### src/hw/rtl/dcc_pkg.sv
`timescale 1ns / 1ps

package dcc_pkg;

   localparam int DUR_W        = 15;
   localparam int PMIN_W       = 8;
   localparam int CSR_IDX_W    = 3;
   localparam int CSR_DATA_W   = 15;
   localparam int MAX_BYTES_DEF = 8;
   localparam int QUEUE_DEPTH_DEF = 2;
   localparam int MIN_PACKET   = 3;

   localparam logic [DUR_W-1:0]  GLITCH_LIMIT_RST = 15'd15;
   localparam logic [DUR_W-1:0]  ONE_MIN_RST      = 15'd48;
   localparam logic [DUR_W-1:0]  ONE_MAX_RST      = 15'd72;
   localparam logic [DUR_W-1:0]  ZERO_MIN_RST     = 15'd85;
   localparam logic [DUR_W-1:0]  ZERO_MAX_RST     = 15'd12000;
   localparam logic [PMIN_W-1:0] PREAMBLE_MIN_RST = 8'd10;

   localparam logic [7:0] IDLE_FIRST  = 8'hFF;
   localparam logic [7:0] IDLE_SECOND = 8'h00;

   typedef enum logic [CSR_IDX_W-1:0] {
      CSR_GLITCH_LIMIT = 3'd0,
      CSR_ONE_MIN      = 3'd1,
      CSR_ONE_MAX      = 3'd2,
      CSR_ZERO_MIN     = 3'd3,
      CSR_ZERO_MAX     = 3'd4,
      CSR_PREAMBLE_MIN = 3'd5
   } csr_index_type;

   typedef struct packed {
      logic [DUR_W-1:0]  glitch_limit;
      logic [DUR_W-1:0]  one_min;
      logic [DUR_W-1:0]  one_max;
      logic [DUR_W-1:0]  zero_min;
      logic [DUR_W-1:0]  zero_max;
      logic [PMIN_W-1:0] preamble_min;
   } cfg_type;

   typedef enum logic [1:0] {
      CLS_INVALID = 2'd0,
      CLS_ONE     = 2'd1,
      CLS_ZERO    = 2'd2
   } cls_type;

   typedef enum logic [1:0] {
      PH_PREAMBLE = 2'd0,
      PH_BYTE     = 2'd1,
      PH_SEP      = 2'd2
   } phase_type;

   typedef enum logic {
      BK_PARSE = 1'b0,
      BK_EMIT  = 1'b1
   } back_state_type;

endpackage

### src/hw/rtl/dcc_front.sv
`timescale 1ns / 1ps

module dcc_front (
   input  logic                        req_valid,
   output logic                        req_stall,
   input  logic [dcc_pkg::DUR_W-1:0]   req_half_duration,
   input  dcc_pkg::cfg_type            cfg,
   input  logic                        q_full,
   output logic                        q_push,
   output dcc_pkg::cls_type            q_push_cls
);
   import dcc_pkg::*;

   logic in_one;
   logic in_zero;

   assign req_stall = q_full;

   // one range wins where the ranges overlap
   assign in_one  = (req_half_duration >= cfg.one_min) && (req_half_duration <= cfg.one_max);
   assign in_zero = (req_half_duration >= cfg.zero_min) && (req_half_duration <= cfg.zero_max);

   // glitches never reach the queue
   assign q_push = req_valid && !q_full && (req_half_duration >= cfg.glitch_limit);

   always_comb begin
      if (in_one) begin
         q_push_cls = CLS_ONE;
      end else if (in_zero) begin
         q_push_cls = CLS_ZERO;
      end else begin
         q_push_cls = CLS_INVALID;
      end
   end

endmodule

### src/hw/rtl/dcc_queue.sv
`timescale 1ns / 1ps

module dcc_queue #(
   parameter int DEPTH = dcc_pkg::QUEUE_DEPTH_DEF
) (
   input  logic             clock,
   input  logic             reset,
   input  logic             push,
   input  dcc_pkg::cls_type push_cls,
   output logic             full,
   output logic             q_valid,
   output dcc_pkg::cls_type q_cls,
   input  logic             pop
);
   import dcc_pkg::*;

   localparam int PTR_W = $clog2(DEPTH);
   localparam int CNT_W = $clog2(DEPTH + 1);

   cls_type           entry_ff [DEPTH];
   logic [PTR_W-1:0]  wr_ptr_ff, wr_ptr_in;
   logic [PTR_W-1:0]  rd_ptr_ff, rd_ptr_in;
   logic [CNT_W-1:0]  count_ff, count_in;
   logic              do_pop;

   assign full    = (count_ff == CNT_W'(DEPTH));
   assign q_valid = (count_ff != '0);
   assign q_cls   = entry_ff[rd_ptr_ff];
   assign do_pop  = pop && q_valid;

   always_comb begin
      wr_ptr_in = wr_ptr_ff;
      rd_ptr_in = rd_ptr_ff;
      count_in  = count_ff;
      if (push) begin
         wr_ptr_in = (wr_ptr_ff == PTR_W'(DEPTH - 1)) ? '0 : wr_ptr_ff + PTR_W'(1);
      end
      if (do_pop) begin
         rd_ptr_in = (rd_ptr_ff == PTR_W'(DEPTH - 1)) ? '0 : rd_ptr_ff + PTR_W'(1);
      end
      if (push && !do_pop) begin
         count_in = count_ff + CNT_W'(1);
      end else if (!push && do_pop) begin
         count_in = count_ff - CNT_W'(1);
      end
   end

   always_ff @(posedge clock) begin
      if (reset) begin
         wr_ptr_ff <= '0;
         rd_ptr_ff <= '0;
         count_ff  <= '0;
      end else begin
         wr_ptr_ff <= wr_ptr_in;
         rd_ptr_ff <= rd_ptr_in;
         count_ff  <= count_in;
      end
   end

   always_ff @(posedge clock) begin
      if (push) begin
         entry_ff[wr_ptr_ff] <= push_cls;
      end
   end

endmodule

### src/hw/rtl/dcc_back.sv
`timescale 1ns / 1ps

module dcc_back #(
   parameter int MAX_BYTES = dcc_pkg::MAX_BYTES_DEF
) (
   input  logic                clock,
   input  logic                reset,
   input  dcc_pkg::cfg_type    cfg,
   input  logic                q_valid,
   input  dcc_pkg::cls_type    q_cls,
   output logic                q_pop,
   output logic                rsp_valid,
   input  logic                rsp_stall,
   output logic [7:0]          rsp_data_byte,
   output logic [2:0]          rsp_byte_index,
   output logic [3:0]          rsp_packet_length,
   output logic                rsp_checksum_ok,
   output logic                rsp_is_idle,
   output logic                rsp_last
);
   import dcc_pkg::*;

   localparam int CNT_W = $clog2(MAX_BYTES + 1);
   localparam int IDX_W = $clog2(MAX_BYTES);

   back_state_type    state_ff, state_in;
   phase_type         phase_ff, phase_in;
   logic              awaiting_ff, awaiting_in;
   logic              first_one_ff, first_one_in;
   logic [7:0]        preamble_ff, preamble_in;
   logic [7:0]        ones_run_ff, ones_run_in;
   logic [7:0]        shift_ff, shift_in;
   logic [3:0]        bits_ff, bits_in;
   logic [CNT_W-1:0]  stored_ff, stored_in;
   logic [7:0]        xor_ff, xor_in;
   logic              first_ff_byte_ff, first_ff_byte_in;
   logic              second_zero_ff, second_zero_in;
   logic [IDX_W-1:0]  emit_idx_ff, emit_idx_in;
   logic              rsp_valid_ff, rsp_valid_in;

   logic [7:0]        rsp_data_byte_ff;
   logic [2:0]        rsp_byte_index_ff;
   logic [3:0]        rsp_packet_length_ff;
   logic              rsp_checksum_ok_ff;
   logic              rsp_is_idle_ff;
   logic              rsp_last_ff;

   logic [7:0]        store_mem [MAX_BYTES];
   logic              mem_we;
   logic [7:0]        mem_wdata;
   logic              rd_load;
   logic [IDX_W-1:0]  last_idx;

   logic              is_one;
   logic              is_zero;
   logic              take;
   logic              bit_val;
   logic [7:0]        ones_new;
   logic [7:0]        shift_new;
   logic [3:0]        bits_new;

   assign last_idx = IDX_W'(stored_ff - CNT_W'(1));

   always_comb begin
      state_in          = state_ff;
      phase_in          = phase_ff;
      awaiting_in       = awaiting_ff;
      first_one_in      = first_one_ff;
      preamble_in       = preamble_ff;
      ones_run_in       = ones_run_ff;
      shift_in          = shift_ff;
      bits_in           = bits_ff;
      stored_in         = stored_ff;
      xor_in            = xor_ff;
      first_ff_byte_in  = first_ff_byte_ff;
      second_zero_in    = second_zero_ff;
      emit_idx_in       = emit_idx_ff;
      rsp_valid_in      = rsp_valid_ff && rsp_stall;
      q_pop             = 1'b0;
      mem_we            = 1'b0;
      rd_load           = 1'b0;
      is_one            = (q_cls == CLS_ONE);
      is_zero           = (q_cls == CLS_ZERO);
      take              = 1'b0;
      bit_val           = first_one_ff;
      ones_new          = '0;
      shift_new         = {shift_ff[6:0], first_one_ff};
      bits_new          = bits_ff + 4'd1;
      mem_wdata         = shift_new;

      unique case (state_ff)
         BK_PARSE: begin
            if (q_valid) begin
               q_pop = 1'b1;
               if (!is_one && !is_zero) begin
                  awaiting_in = 1'b0;
               end else if (!awaiting_ff) begin
                  first_one_in = is_one;
                  awaiting_in  = 1'b1;
               end else if ((is_one == first_one_ff) ||
                            (first_one_ff && is_zero && phase_ff == PH_SEP &&
                             stored_ff >= CNT_W'(MIN_PACKET))) begin
                  // stretched last half of the separator still counts as a one
                  awaiting_in = 1'b0;
                  take        = 1'b1;
               end else begin
                  first_one_in = is_one;
               end
            end

            if (take) begin
               if (bit_val) begin
                  ones_new = (ones_run_ff == 8'hFF) ? ones_run_ff : ones_run_ff + 8'd1;
               end
               ones_run_in = ones_new;
               if (bit_val && ones_new >= cfg.preamble_min && phase_ff != PH_PREAMBLE) begin
                  // long run of ones: resync to the preamble
                  phase_in    = PH_PREAMBLE;
                  preamble_in = ones_new;
               end else begin
                  case (phase_ff)
                     PH_PREAMBLE: begin
                        if (bit_val) begin
                           preamble_in = (preamble_ff == 8'hFF) ? preamble_ff
                                                                : preamble_ff + 8'd1;
                        end else if (preamble_ff >= cfg.preamble_min) begin
                           phase_in         = PH_BYTE;
                           shift_in         = '0;
                           bits_in          = '0;
                           stored_in        = '0;
                           xor_in           = '0;
                           first_ff_byte_in = 1'b0;
                           second_zero_in   = 1'b0;
                        end else begin
                           preamble_in = '0;
                        end
                     end
                     PH_BYTE: begin
                        shift_in = shift_new;
                        bits_in  = bits_new;
                        if (bits_new == 4'd8) begin
                           if (stored_ff < CNT_W'(MAX_BYTES)) begin
                              mem_we    = 1'b1;
                              stored_in = stored_ff + CNT_W'(1);
                              xor_in    = xor_ff ^ shift_new;
                              if (stored_ff == CNT_W'(0)) begin
                                 first_ff_byte_in = (shift_new == IDLE_FIRST);
                              end
                              if (stored_ff == CNT_W'(1)) begin
                                 second_zero_in = (shift_new == IDLE_SECOND);
                              end
                           end
                           phase_in = PH_SEP;
                        end
                     end
                     PH_SEP: begin
                        if (!bit_val) begin
                           phase_in = PH_BYTE;
                           shift_in = '0;
                           bits_in  = '0;
                        end else begin
                           if (stored_ff >= CNT_W'(MIN_PACKET)) begin
                              state_in    = BK_EMIT;
                              emit_idx_in = '0;
                           end
                           phase_in    = PH_PREAMBLE;
                           preamble_in = '0;
                        end
                     end
                     default: begin
                        phase_in = PH_PREAMBLE;
                     end
                  endcase
               end
            end
         end
         BK_EMIT: begin
            if (!rsp_valid_ff || !rsp_stall) begin
               rd_load      = 1'b1;
               rsp_valid_in = 1'b1;
               emit_idx_in  = emit_idx_ff + IDX_W'(1);
               if (emit_idx_ff == last_idx) begin
                  state_in = BK_PARSE;
               end
            end
         end
      endcase
   end

   always_ff @(posedge clock) begin
      if (reset) begin
         state_ff         <= BK_PARSE;
         phase_ff         <= PH_PREAMBLE;
         awaiting_ff      <= 1'b0;
         first_one_ff     <= 1'b0;
         preamble_ff      <= '0;
         ones_run_ff      <= '0;
         shift_ff         <= '0;
         bits_ff          <= '0;
         stored_ff        <= '0;
         xor_ff           <= '0;
         first_ff_byte_ff <= 1'b0;
         second_zero_ff   <= 1'b0;
         emit_idx_ff      <= '0;
         rsp_valid_ff     <= 1'b0;
      end else begin
         state_ff         <= state_in;
         phase_ff         <= phase_in;
         awaiting_ff      <= awaiting_in;
         first_one_ff     <= first_one_in;
         preamble_ff      <= preamble_in;
         ones_run_ff      <= ones_run_in;
         shift_ff         <= shift_in;
         bits_ff          <= bits_in;
         stored_ff        <= stored_in;
         xor_ff           <= xor_in;
         first_ff_byte_ff <= first_ff_byte_in;
         second_zero_ff   <= second_zero_in;
         emit_idx_ff      <= emit_idx_in;
         rsp_valid_ff     <= rsp_valid_in;
      end
   end

   always_ff @(posedge clock) begin
      if (mem_we) begin
         store_mem[stored_ff[IDX_W-1:0]] <= mem_wdata;
      end
   end

   // output beat: packet-wide flags are frozen while the bytes drain
   always_ff @(posedge clock) begin
      if (rd_load) begin
         rsp_data_byte_ff     <= store_mem[emit_idx_ff];
         rsp_byte_index_ff    <= 3'(emit_idx_ff);
         rsp_packet_length_ff <= 4'(stored_ff);
         rsp_checksum_ok_ff   <= (xor_ff == 8'h00);
         rsp_is_idle_ff       <= first_ff_byte_ff && second_zero_ff;
         rsp_last_ff          <= (emit_idx_ff == last_idx);
      end
   end

   assign rsp_valid         = rsp_valid_ff;
   assign rsp_data_byte     = rsp_data_byte_ff;
   assign rsp_byte_index    = rsp_byte_index_ff;
   assign rsp_packet_length = rsp_packet_length_ff;
   assign rsp_checksum_ok   = rsp_checksum_ok_ff;
   assign rsp_is_idle       = rsp_is_idle_ff;
   assign rsp_last          = rsp_last_ff;

endmodule

### src/hw/rtl/dcc_bit_and_packet_receiver_top.sv
// the half-cycle ending a packet passes the queue, the emit state and the rsp register
// input: one half-cycle per clock while the queue is not full; a finished packet holds the
//   parser while its bytes (three to MAX_BYTES) drain through the output register
// the classified-half queue lets the front keep taking beats during that drain
// reset: synchronous; clears parser, queue and output valid, and reloads the csr defaults
`timescale 1ns / 1ps

module dcc_bit_and_packet_receiver_top #(
   parameter int MAX_BYTES   = dcc_pkg::MAX_BYTES_DEF,
   parameter int QUEUE_DEPTH = dcc_pkg::QUEUE_DEPTH_DEF
) (
   input  logic                             clock,
   input  logic                             reset,
   input  logic                             csr_we,
   input  logic [dcc_pkg::CSR_IDX_W-1:0]    csr_index,
   input  logic [dcc_pkg::CSR_DATA_W-1:0]   csr_wdata,
   input  logic                             req_valid,
   output logic                             req_stall,
   input  logic [dcc_pkg::DUR_W-1:0]        req_half_duration,
   output logic                             rsp_valid,
   input  logic                             rsp_stall,
   output logic [7:0]                       rsp_data_byte,
   output logic [2:0]                       rsp_byte_index,
   output logic [3:0]                       rsp_packet_length,
   output logic                             rsp_checksum_ok,
   output logic                             rsp_is_idle,
   output logic                             rsp_last
);
   import dcc_pkg::*;

   cfg_type cfg_ff, cfg_in;
   logic    q_full;
   logic    q_push;
   cls_type q_push_cls;
   logic    q_valid;
   cls_type q_cls;
   logic    q_pop;

   always_comb begin
      cfg_in = cfg_ff;
      if (csr_we) begin
         case (csr_index)
            CSR_GLITCH_LIMIT: cfg_in.glitch_limit = csr_wdata[DUR_W-1:0];
            CSR_ONE_MIN:      cfg_in.one_min      = csr_wdata[DUR_W-1:0];
            CSR_ONE_MAX:      cfg_in.one_max      = csr_wdata[DUR_W-1:0];
            CSR_ZERO_MIN:     cfg_in.zero_min     = csr_wdata[DUR_W-1:0];
            CSR_ZERO_MAX:     cfg_in.zero_max     = csr_wdata[DUR_W-1:0];
            CSR_PREAMBLE_MIN: cfg_in.preamble_min = csr_wdata[PMIN_W-1:0];
            default: begin
               cfg_in = cfg_ff;
            end
         endcase
      end
   end

   always_ff @(posedge clock) begin
      if (reset) begin
         cfg_ff.glitch_limit <= GLITCH_LIMIT_RST;
         cfg_ff.one_min      <= ONE_MIN_RST;
         cfg_ff.one_max      <= ONE_MAX_RST;
         cfg_ff.zero_min     <= ZERO_MIN_RST;
         cfg_ff.zero_max     <= ZERO_MAX_RST;
         cfg_ff.preamble_min <= PREAMBLE_MIN_RST;
      end else begin
         cfg_ff <= cfg_in;
      end
   end

   dcc_front u_front (
      .req_valid         (req_valid),
      .req_stall         (req_stall),
      .req_half_duration (req_half_duration),
      .cfg               (cfg_ff),
      .q_full            (q_full),
      .q_push            (q_push),
      .q_push_cls        (q_push_cls)
   );

   dcc_queue #(
      .DEPTH (QUEUE_DEPTH)
   ) u_queue (
      .clock    (clock),
      .reset    (reset),
      .push     (q_push),
      .push_cls (q_push_cls),
      .full     (q_full),
      .q_valid  (q_valid),
      .q_cls    (q_cls),
      .pop      (q_pop)
   );

   dcc_back #(
      .MAX_BYTES (MAX_BYTES)
   ) u_back (
      .clock             (clock),
      .reset             (reset),
      .cfg               (cfg_ff),
      .q_valid           (q_valid),
      .q_cls             (q_cls),
      .q_pop             (q_pop),
      .rsp_valid         (rsp_valid),
      .rsp_stall         (rsp_stall),
      .rsp_data_byte     (rsp_data_byte),
      .rsp_byte_index    (rsp_byte_index),
      .rsp_packet_length (rsp_packet_length),
      .rsp_checksum_ok   (rsp_checksum_ok),
      .rsp_is_idle       (rsp_is_idle),
      .rsp_last          (rsp_last)
   );

   // final byte sits at the end of the packet
   a_last_index: assert property (@(posedge clock) disable iff (reset)
      rsp_valid && rsp_last |-> rsp_byte_index == 3'(rsp_packet_length - 4'd1))
      else $error("last byte index does not match packet length");

   // bytes of a packet leave back to back in order
   a_next_byte: assert property (@(posedge clock) disable iff (reset)
      rsp_valid && !rsp_stall && !rsp_last |=>
         rsp_valid && rsp_byte_index == $past(rsp_byte_index) + 3'd1)
      else $error("packet byte missing or out of order");

   // packet-wide fields hold across the bytes of one packet
   a_packet_flags: assert property (@(posedge clock) disable iff (reset)
      rsp_valid && !rsp_stall && !rsp_last |=>
         $stable(rsp_packet_length) && $stable(rsp_checksum_ok) && $stable(rsp_is_idle))
      else $error("packet flags changed within a packet");

endmodule

### config.mk
export PLATFORM = sky130hd
export DESIGN_NAME = dcc_bit_and_packet_receiver_top
export DESIGN_NICKNAME = d
export VERILOG_FILES = /design/src/hw/rtl/dcc_pkg.sv /design/src/hw/rtl/dcc_front.sv /design/src/hw/rtl/dcc_queue.sv /design/src/hw/rtl/dcc_back.sv /design/src/hw/rtl/dcc_bit_and_packet_receiver_top.sv
export SDC_FILE = /design/constraint.sdc
export NUM_CORES = 1
export LEC_CHECK = 0
export BUFFER_PORTS_ARGS = -buffer_cell sky130_fd_sc_hd__buf_2
export CAP_MARGIN = 20
export CORE_MARGIN = 2
export CORE_UTILIZATION = 58
export DETAILED_ROUTE_END_ITERATION = 8
export PLACE_DENSITY_LB_ADDON = 0.3
export SLEW_MARGIN = 20
export SYNTH_ARGS = -nofsm -noshare
export SYNTH_HDL_FRONTEND = slang
export SYNTH_SLANG_ARGS = --single-unit
### constraint.sdc
create_clock -name clock -period 5 [get_ports clock]
set_input_delay 1.5 -clock clock [delete_from_list [all_inputs] [get_ports clock]]
set_output_delay 1.5 -clock clock [all_outputs]
set_load 0.05 [all_outputs]
==> flow_summary.yaml, run 1 <==
clock_network:
  clk_pin_slew_ps: 60
  cts_hold_buf: 0
  cts-root-buf: "clkbuf_16"
  cts_resized: 0
  cts_buffers: 24
  clk_latency_ps: 510
  cts_setup_buffers: 0
  cts.sinks: 224
  htree_num_levels: 1
  cts_tree: "yes"
  clockBufferDepth: 3
worst_setup_path:
  endpoint_kind: "flop"
  reg2reg_slack_ps: 540
  start_kind: "flop"
  critPathBufInv: 1
  crit_family: "simple AND/OR/NAND/NOR gates"
  worstSetupPathType: "flop to flop"
  critPathRequiredTime_ps: 5140
  r2r.worst_path.cells: 12
  cp_cell_sequence: "ha_1, and4_1, nand4_1, mux2_2, ha_1, nand2b_4, a2111oi_4, o31ai_2, buf_4, a2111o_1, or2_2, nor2_1"
  cp_slowest_cell: "nor2_1"
  r2r_end: "u_back.store_mem[3][7]"
  slowest_delay_ps: 570
  path_max_fanout: 17
  r2r-start: "u_back.ones_run_ff[0]"
  crit_top_cell: "ha_1"
  crit_arrival_ps: 4600
min_path:
  hold_end: "cfg_ff[11]"
  min_path_cells: 2
  hold_class: "flop to flop"
  min-delay-start: "cfg_ff[11]"
die:
  start_util_pct: 58.89
  die_w_um: 144.3
  core_um2: 19400
  io_pins: 58
  num_rows: 51
  fp.dieArea_um2: 20830
  fp.dieH_um: 144.3
sta:
  setup_viol: 0
  clock_skew_ps: 14.55
  hold_viol: 0
  timing.fmax_mhz: 224.1
  tns_ps: 0
  maxSlewViolCount: 0
  tightestPinTransition_ps: 916.8
  rsz0062_at_grt: "false"
  timing.final.crit_period_ps: 4463
  fin_worst_hold_slack_ps: 451.9
  slew_headroom_pct: 38.65
  period_share_pct: 89.26
layout:
  diodes: 0
  multi_input_area_um2: 5533
  seqCellArea_um2: 5345
  drive_above_1_share_pct: 12.02
  syn2layout_area_growth_pct: 11.95
  nNetsFinal: 1370
  nFillCells: 1535
logic_synthesis:
  synth_top_area_share_pct: 24.18
  syn_inst: 1185
  netlist_area_um2: 11420
  synthTopCellsByCount: "205 x nand2_1, 138 x dfxtp_1, 122 x a21oi_1, 102 x ha_1, 93 x inv_1"
  yosysWarnings: 0
  synth_area_leader_cell: "dfxtp_1"
  ys_types: 67
  syn-num-nets: 1325
  async_flop_share_pct: 0
  synth_area_leaders: "dfxtp_1 24%, edfxtp_1 23%, ha_1 11%"
  ys_seq_area_share_pct: 46.79
  yosys_most_used_dff: "dfxtp_1"
  synth.most_common_cell: "nand2_1"
  ys_seq_elements: 224
  synth.avg_cell_area_um2: 9.640
  synth_edf_count: 86
power:
  p_leak_uw: 0.004737
  powerDensity_nw_per_um2: 329.6
  ir_drop_mv: 0.2182
routing:
  route.vias.total: 8949
  drc: 0
  ant_nets: 0
  drtIter0Drc: 687
  wl_per_cell_um: 17.72
  wirelength_um: 26810
  viasPerCell: 5.915
  dr.pass1.iters: 5
global_route:
  grt_pass1_vias: 8559
  grt.total_usage_pct: 26.17
  antenna_found_initial: 0
  grt_overflow: 0
  grt_max_degree: 40
  grt_pass1_wl_um: 43460
placed_design:
  place.port_buffers: 57
  dp_hpwl_um: 18220
  place_congestion: 0.8831
run:
  cap_violations: 0
outcome:
  status: "finished, final reports clean"
power by group:
| part | switching (uW) | total, uW | internal (uW) | leakage (uW) |
|---|---|---|---|---|
| Sequential | 29.7 | 1960 | 1930 | 0.00188 |
| Combinational | 265 | 414 | 149 | 0.00245 |
| Clock | 715 | 1840 | 1130 | 0.000402 |
flip-flops by register name, indices dropped and copies added (netlist names), 2 cells and up, named ones only:
signal and count:
u_back.rsp_packet_length 4, u_back.rsp_byte_index 3, u_back.ones_run_ff 8, u_back.store_mem 64, u_back.rsp_data_byte 8, u_back.xor_ff 8
u_back.phase_ff 2, u_back.preamble_ff 8, u_back.shift_ff 7, cfg_ff 83, u_back.emit_idx_ff 3, u_queue.count_ff 2
u_back.stored_ff 4, u_back.bits_ff 4, u_queue.entry_ff 4
worst max path at each step:
stage	startpoint	endpoint	slack [ps]	cells past startpoint
global placement	u_back.ones_run_ff[0]	u_back.store_mem[5][4]	720	12
detailed placement	u_back.ones_run_ff[0]	u_back.store_mem[3][3]	620	12
global route	u_back.ones_run_ff[0]	u_back.store_mem[5][4]	310	12
finish	u_back.ones_run_ff[0]	u_back.store_mem[3][7]	540	12
floorplan	u_back.ones_run_ff[0]	u_back.store_mem[1][0]	1000	11
CTS	u_back.ones_run_ff[0]	u_back.store_mem[3][7]	550	12
cell type report:
class	instances	share of cell area, %
multi-input cells	814	43.26
flip-flops and latches	224	41.80
clock buffers	33	5.450
repair buffers	71	3.072
inverters	95	2.788
well taps	265	2.593
clock inverters	11	1.037
through the flow:
step	util, %	area, um2	std cells	power (uW)	setup slack (ps)
2_1_floorplan	-	11420	1185	2267	997.6
3_3_place_gp	61.65	11960	1469	2376	715.9
3_5_place_dp	61.65	11960	1469	2393	623.3
4_1_cts	65.92	12790	1513	4232	550.5
5_1_grt	65.92	12790	1513	4358	313.4
6_report	65.92	12790	1513	4215	537.2
layer usage:
| layer | vias to the layer above | global-route usage [%] | part of all wire (%) |
|---|---|---|---|
| li1 | 4343 | - | - |
| met1 | 4267 | 36.23 | 45 |
| met2 | 294 | 44.30 | 47 |
| met3 | 45 | 3.079 | 6.1 |
| met4 | 0 | 6.030 | 1.9 |
| met5 | - | 0 | 0 |
worst reg2reg max path, stage by stage, from the launching register on:
cell	delay, ps
dfxtp_1	380
ha_1	240
and4_1	260
nand4_1	230
mux2_2	370
ha_1	280
nand2b_4	150
a2111oi_4	440
o31ai_2	120
buf_4	210
a2111o_1	500
or2_2	340
nor2_1	570
placed cells by master, fill, tap and decap left out, drive strengths merged, types with 3 or more instances in the layout:
cell,n
nand2,205
dfxtp,138
a21oi,122
ha,102
inv,93
edfxtp,86
buf,71
nor2,50
o21ai,35
clkbuf,33
nand3,32
o211ai,30
nand4,21
a21o,16
mux4,16
nor3,14
mux2,13
nor2b,12
a211oi,11
a2111oi,10
and3,9
a22o,9
nand2b,9
nand4b,8
clkinv,8
mux2i,7
a31oi,7
and2,7
xnor2,7
o21a,6
xor2,6
or4,6
o31ai,5
or2,3
nor4,3
bufinv,3
cells by family after synthesis:
| logic type | after synthesis | share of synthesized area [%] |
|---|---|---|
| buffers and inverters | 147 | 4.929 |
| flip-flops | 224 | 46.79 |
| AO/OA/AOI/OAI | 275 | 15.39 |
| adder cells (fa/ha/maj) | 102 | 11.17 |
| multiplexers | 36 | 5.049 |
| XOR/XNOR | 13 | 0.9967 |
| AND/OR/NAND/NOR | 388 | 15.67 |
Power figures use the tool's default switching activity.
==> run 2: changes to the inputs <==
- REMOVE_ABC_BUFFERS: default -> 1
==> flow_summary.yaml, run 2 (synthesis results as in run 1) <==
outcome:
  status: "finished, final reports clean"
power:
  powerDensity_nw_per_um2: 318.6
  finalPower_uw: 4038
  p_leak_uw: 0.004679
  ir_drop_mv: 0.3267
layout:
  mostFrequentLayoutCell: "nand2_1"
  syn2layout_area_growth_pct: 10.93
  fin_area_um2: 12670
  drive_above_1_share_pct: 11.66
  top_register: "cfg_ff"
  final_cells: 1509
  diodes: 0
  nNetsFinal: 1367
  final_cell_mix: "205 x nand2_1, 138 x dfxtp_1, 122 x a21oi_1"
  largest_register_ffs: 83
die:
  core_um2: 19400
  fp.dieH_um: 144.3
  io_pins: 58
  num_rows: 51
  start_util_pct: 58.89
  die_w_um: 144.3
  fp.dieArea_um2: 20830
sta:
  period_share_pct: 88.45
  clock_skew_ps: 15.60
  tightestPinTransition_ps: 958.4
  timing.fmax_mhz: 226.1
  maxSlewViolCount: 0
  timing.final.crit_period_ps: 4423
  setup_viol: 0
  tns_ps: 0
  slew_headroom_pct: 34.46
  hold_viol: 0
  rsz0062_at_grt: "false"
placed_design:
  dp_hpwl_um: 18800
  dpl.cell_count: 1466
  placed_area_um2: 11940
  place_congestion: 0.8819
  place.port_buffers: 57
min_path:
  hold_class: "flop to flop"
global_route:
  grt_pass1_vias: 8560
  antenna_found_initial: 0
  grt_max_degree: 80
  grt_overflow: 0
  grt_pass1_wl_um: 44010
  grt.total_usage_pct: 26.67
run:
  cap_violations: 0
routing:
  wl_met1_um: 12140
  ant_nets: 0
  route.met3.wl_um: 2009
  route.vias.total: 8991
  highest_layer: "met4"
  drtIter0Drc: 690
  wl_met2_um: 12570
  wirelength_um: 27210
  viasPerCell: 5.958
  wl_per_cell_um: 18.03
  dr.pass1.iters: 7
  drc: 0
clock_network:
  cts_tree: "yes"
  htree_num_levels: 1
  cts-root-buf: "clkbuf_16"
  clockBufferDepth: 3
  cts_buffers: 24
  cts.sinks: 224
  clk_latency_ps: 530
  cts_hold_buf: 0
  cts_resized: 0
  clk_pin_slew_ps: 60
  cts_setup_buffers: 0
worst_setup_path:
  cp_slowest_cell: "nor2_1"
  start_kind: "flop"
  slowest_delay_ps: 590
  worstSetupPathType: "flop to flop"
  path_max_fanout: 17
  crit_family: "simple AND/OR/NAND/NOR gates"
  critPathBufInv: 1
  cp_cell_sequence: "ha_1, and4_1, nand4_1, mux2_2, ha_1, nand2b_4, a2111oi_4, o31ai_2, buf_4, a2111o_1, or2_2, nor2_1"
  crit_arrival_ps: 4570
  crit_top_cell: "ha_1"
  endpoint_kind: "flop"
  critPathRequiredTime_ps: 5150
[run 2: cell types whose count changed in the layout (fill, tap and decap cells not counted), moves of 2 or more]
cell | previous run | this run
clkinv_4 | 0 | 2
buf_4 | 15 | 12
bufinv_16 | 3 | 1
clkbuf_16 | 26 | 24
clkbuf_8 | 2 | 0
[run 2: path summary, 6_finish.rpt]
kind | start | end | slack [ps] | cells past startpoint
hold reg to reg | cfg_ff[20] | cfg_ff[20] | 450 | 2
hold / removal | cfg_ff[20] | cfg_ff[20] | 450 | 2
setup reg to reg | u_back.ones_run_ff[0] | u_back.store_mem[5][5] | 580 | 12
setup / recovery | u_back.ones_run_ff[0] | u_back.store_mem[5][5] | 580 | 12
[run 2: layout make-up]
| type | instances | area (um2) |
|---|---|---|
| Clock buffer | 30 | 623.1 |
| Clock inverter | 13 | 112.6 |
| Fill cell | 1563 | 6726 |
| Inverter | 95 | 356.6 |
| Multi-Input combinational cell | 814 | 5533 |
| Sequential cell | 224 | 5345 |
| Tap cell | 265 | 331.6 |
| Timing Repair Buffer | 68 | 370.4 |
[run 2: worst min-delay path, cell delays in order (launching register included)]
cell	delay, ps
dfxtp_1	310
nand2_1	50
a21oi_1	50
[run 2: power breakdown]
group	internal (uW)	total (uW)	switching, uW
combinational	147	413	266
clock	943	1670	728
sequential	1930	1950	26.6
total	3020	4040	1020
[run 2: routing by layer]
| layer | track usage, % | vias to the layer above |
|---|---|---|
| met3 | 3.609 | 39 |
| li1 | - | 4337 |
| met1 | 38.22 | 4287 |
| met2 | 43.08 | 328 |
| met5 | 0 | - |
| met4 | 6.643 | 0 |
[run 2: per-stage QoR]
step,utilization [%],hold slack [ps],setup WS (ps)
2_1_floorplan,-,430.3,627.4
3_3_place_gp,61.53,441.6,756.4
3_5_place_dp,61.53,447.7,629.9
4_1_cts,65.33,455.5,603.4
5_1_grt,65.33,465.8,392.9
6_report,65.33,454.0,577.5
==> run 3: changes to the inputs <==
- RECOVER_POWER: default -> 25
==> flow_summary.yaml, run 3 (synthesis results as in run 1) <==
sta:
  slew_headroom_pct: -0.8607
  hold_viol: 0
  setup_viol: 0
  maxSlewViolCount: 22
  timing.fmax_mhz: 226.3
  clock_skew_ps: 13.85
  tns_ps: 0
  tightestPinTransition_ps: 1513
  rsz0062_at_grt: "false"
  period_share_pct: 88.38
  timing.final.crit_period_ps: 4419
layout:
  syn2layout_area_growth_pct: 10.86
  nFillCells: 1566
  mostFrequentLayoutCell: "nand2_1"
  nNetsFinal: 1367
  diodes: 0
  drive_above_1_share_pct: 11.50
  top_register: "cfg_ff"
  largest_register_ffs: 83
  final_cell_mix: "205 x nand2_1, 138 x dfxtp_1, 122 x a21oi_1"
power:
  powerDensity_nw_per_um2: 318.4
  ir_drop_mv: 0.3265
  finalPower_uw: 4032
  p_leak_uw: 0.004669
clock_network:
  cts_setup_buffers: 0
  htree_num_levels: 1
  clk_latency_ps: 530
  clk_pin_slew_ps: 60
  cts_buffers: 24
  cts_resized: 0
  cts.sinks: 224
  cts_hold_buf: 0
  cts-root-buf: "clkbuf_16"
  cts_tree: "yes"
  clockBufferDepth: 3
placed_design:
  place_congestion: 0.8819
  place.port_buffers: 57
  dp_hpwl_um: 18800
routing:
  wl_per_cell_um: 18.01
  drtIter0Drc: 703
  viasPerCell: 5.946
  wirelength_um: 27170
  drc: 0
  ant_nets: 0
  dr.pass1.iters: 5
  route.vias.total: 8973
global_route:
  grt_pass1_wl_um: 44010
  grt_pass1_vias: 8560
  antenna_found_initial: 0
  grt_overflow: 0
  grt.total_usage_pct: 26.67
  grt_max_degree: 80
die:
  core_um2: 19400
  fp.dieArea_um2: 20830
  fp.dieH_um: 144.3
  die_w_um: 144.3
  num_rows: 51
  start_util_pct: 58.89
  io_pins: 58
worst_setup_path:
  endpoint_kind: "flop"
  worstSetupPathType: "flop to flop"
  path_max_fanout: 17
  critPathRequiredTime_ps: 5150
  crit_arrival_ps: 4570
  start_kind: "flop"
outcome:
  violations: "capacitance limit, slew limit"
  status: "finished, violations left"
min_path:
  hold_class: "flop to flop"
run:
  cap_violations: 1
## run 3: final cells by class
class                      count  area (um2)  area share, %
clock inverter                13       112.6         0.8892
inverter                      95       356.6          2.816
timing repair buffer          68       362.8          2.865
multi-input combinational    814        5533          43.69
clock buffer                  30       623.1          4.920
sequential                   224        5345          42.21
tap                          265       331.6          2.618
## run 3: routing by layer
| layer | vias up | routed length (um) | share of wire, % | GRT usage [%] |
|---|---|---|---|---|
| li1 | 4342 | - | - | - |
| met1 | 4257 | 12250 | 45 | 38.22 |
| met2 | 332 | 12500 | 46 | 43.08 |
| met3 | 42 | 1920 | 7.1 | 3.609 |
| met4 | 0 | 498 | 1.8 | 6.643 |
| met5 | - | 0 | 0 | 0 |
## run 3: worst paths after layout
check / depth (start not counted) / end / startpoint / slack (ps)
max: 12 / u_back.store_mem[3][7] / u_back.ones_run_ff[0] / 580
min: 2 / cfg_ff[20] / cfg_ff[20] / 450
max reg2reg: 12 / u_back.store_mem[3][7] / u_back.ones_run_ff[0] / 580
min reg2reg: 2 / cfg_ff[20] / cfg_ff[20] / 450
## run 3: power by group
group | total (uW) | leakage [uW] | switching [uW] | internal, uW
registers | 1950 | 0.00188 | 26.6 | 1930
logic | 413 | 0.00243 | 267 | 146
clock network | 1670 | 0.000359 | 722 | 943
total | 4030 | 0.00467 | 1020 | 3020
## run 3: critical path, cell delays in order, from the launching register on
cell	delay, ps
dfxtp_1	390
ha_1	240
and4_1	260
nand4_1	220
mux2_2	360
ha_1	290
nand2b_4	150
a2111oi_4	410
o31ai_2	120
buf_4	210
a2111o_1	470
or2_2	330
nor2_1	600
## run 3: stage by stage
stage / utilization [%] / setup slack, ps / cell area, um2 / std cells / hold WS [ps]
finish: 65.29 / 581.1 / 12660 / 1509 / 453.9
floorplan: - / 627.4 / 11220 / 1133 / 430.3
detailed placement: 61.53 / 629.9 / 11940 / 1466 / 447.7
CTS: 65.33 / 603.4 / 12670 / 1509 / 455.5
global placement: 61.53 / 756.4 / 11940 / 1466 / 441.6
global route: 65.29 / 292.1 / 12660 / 1509 / 465.8
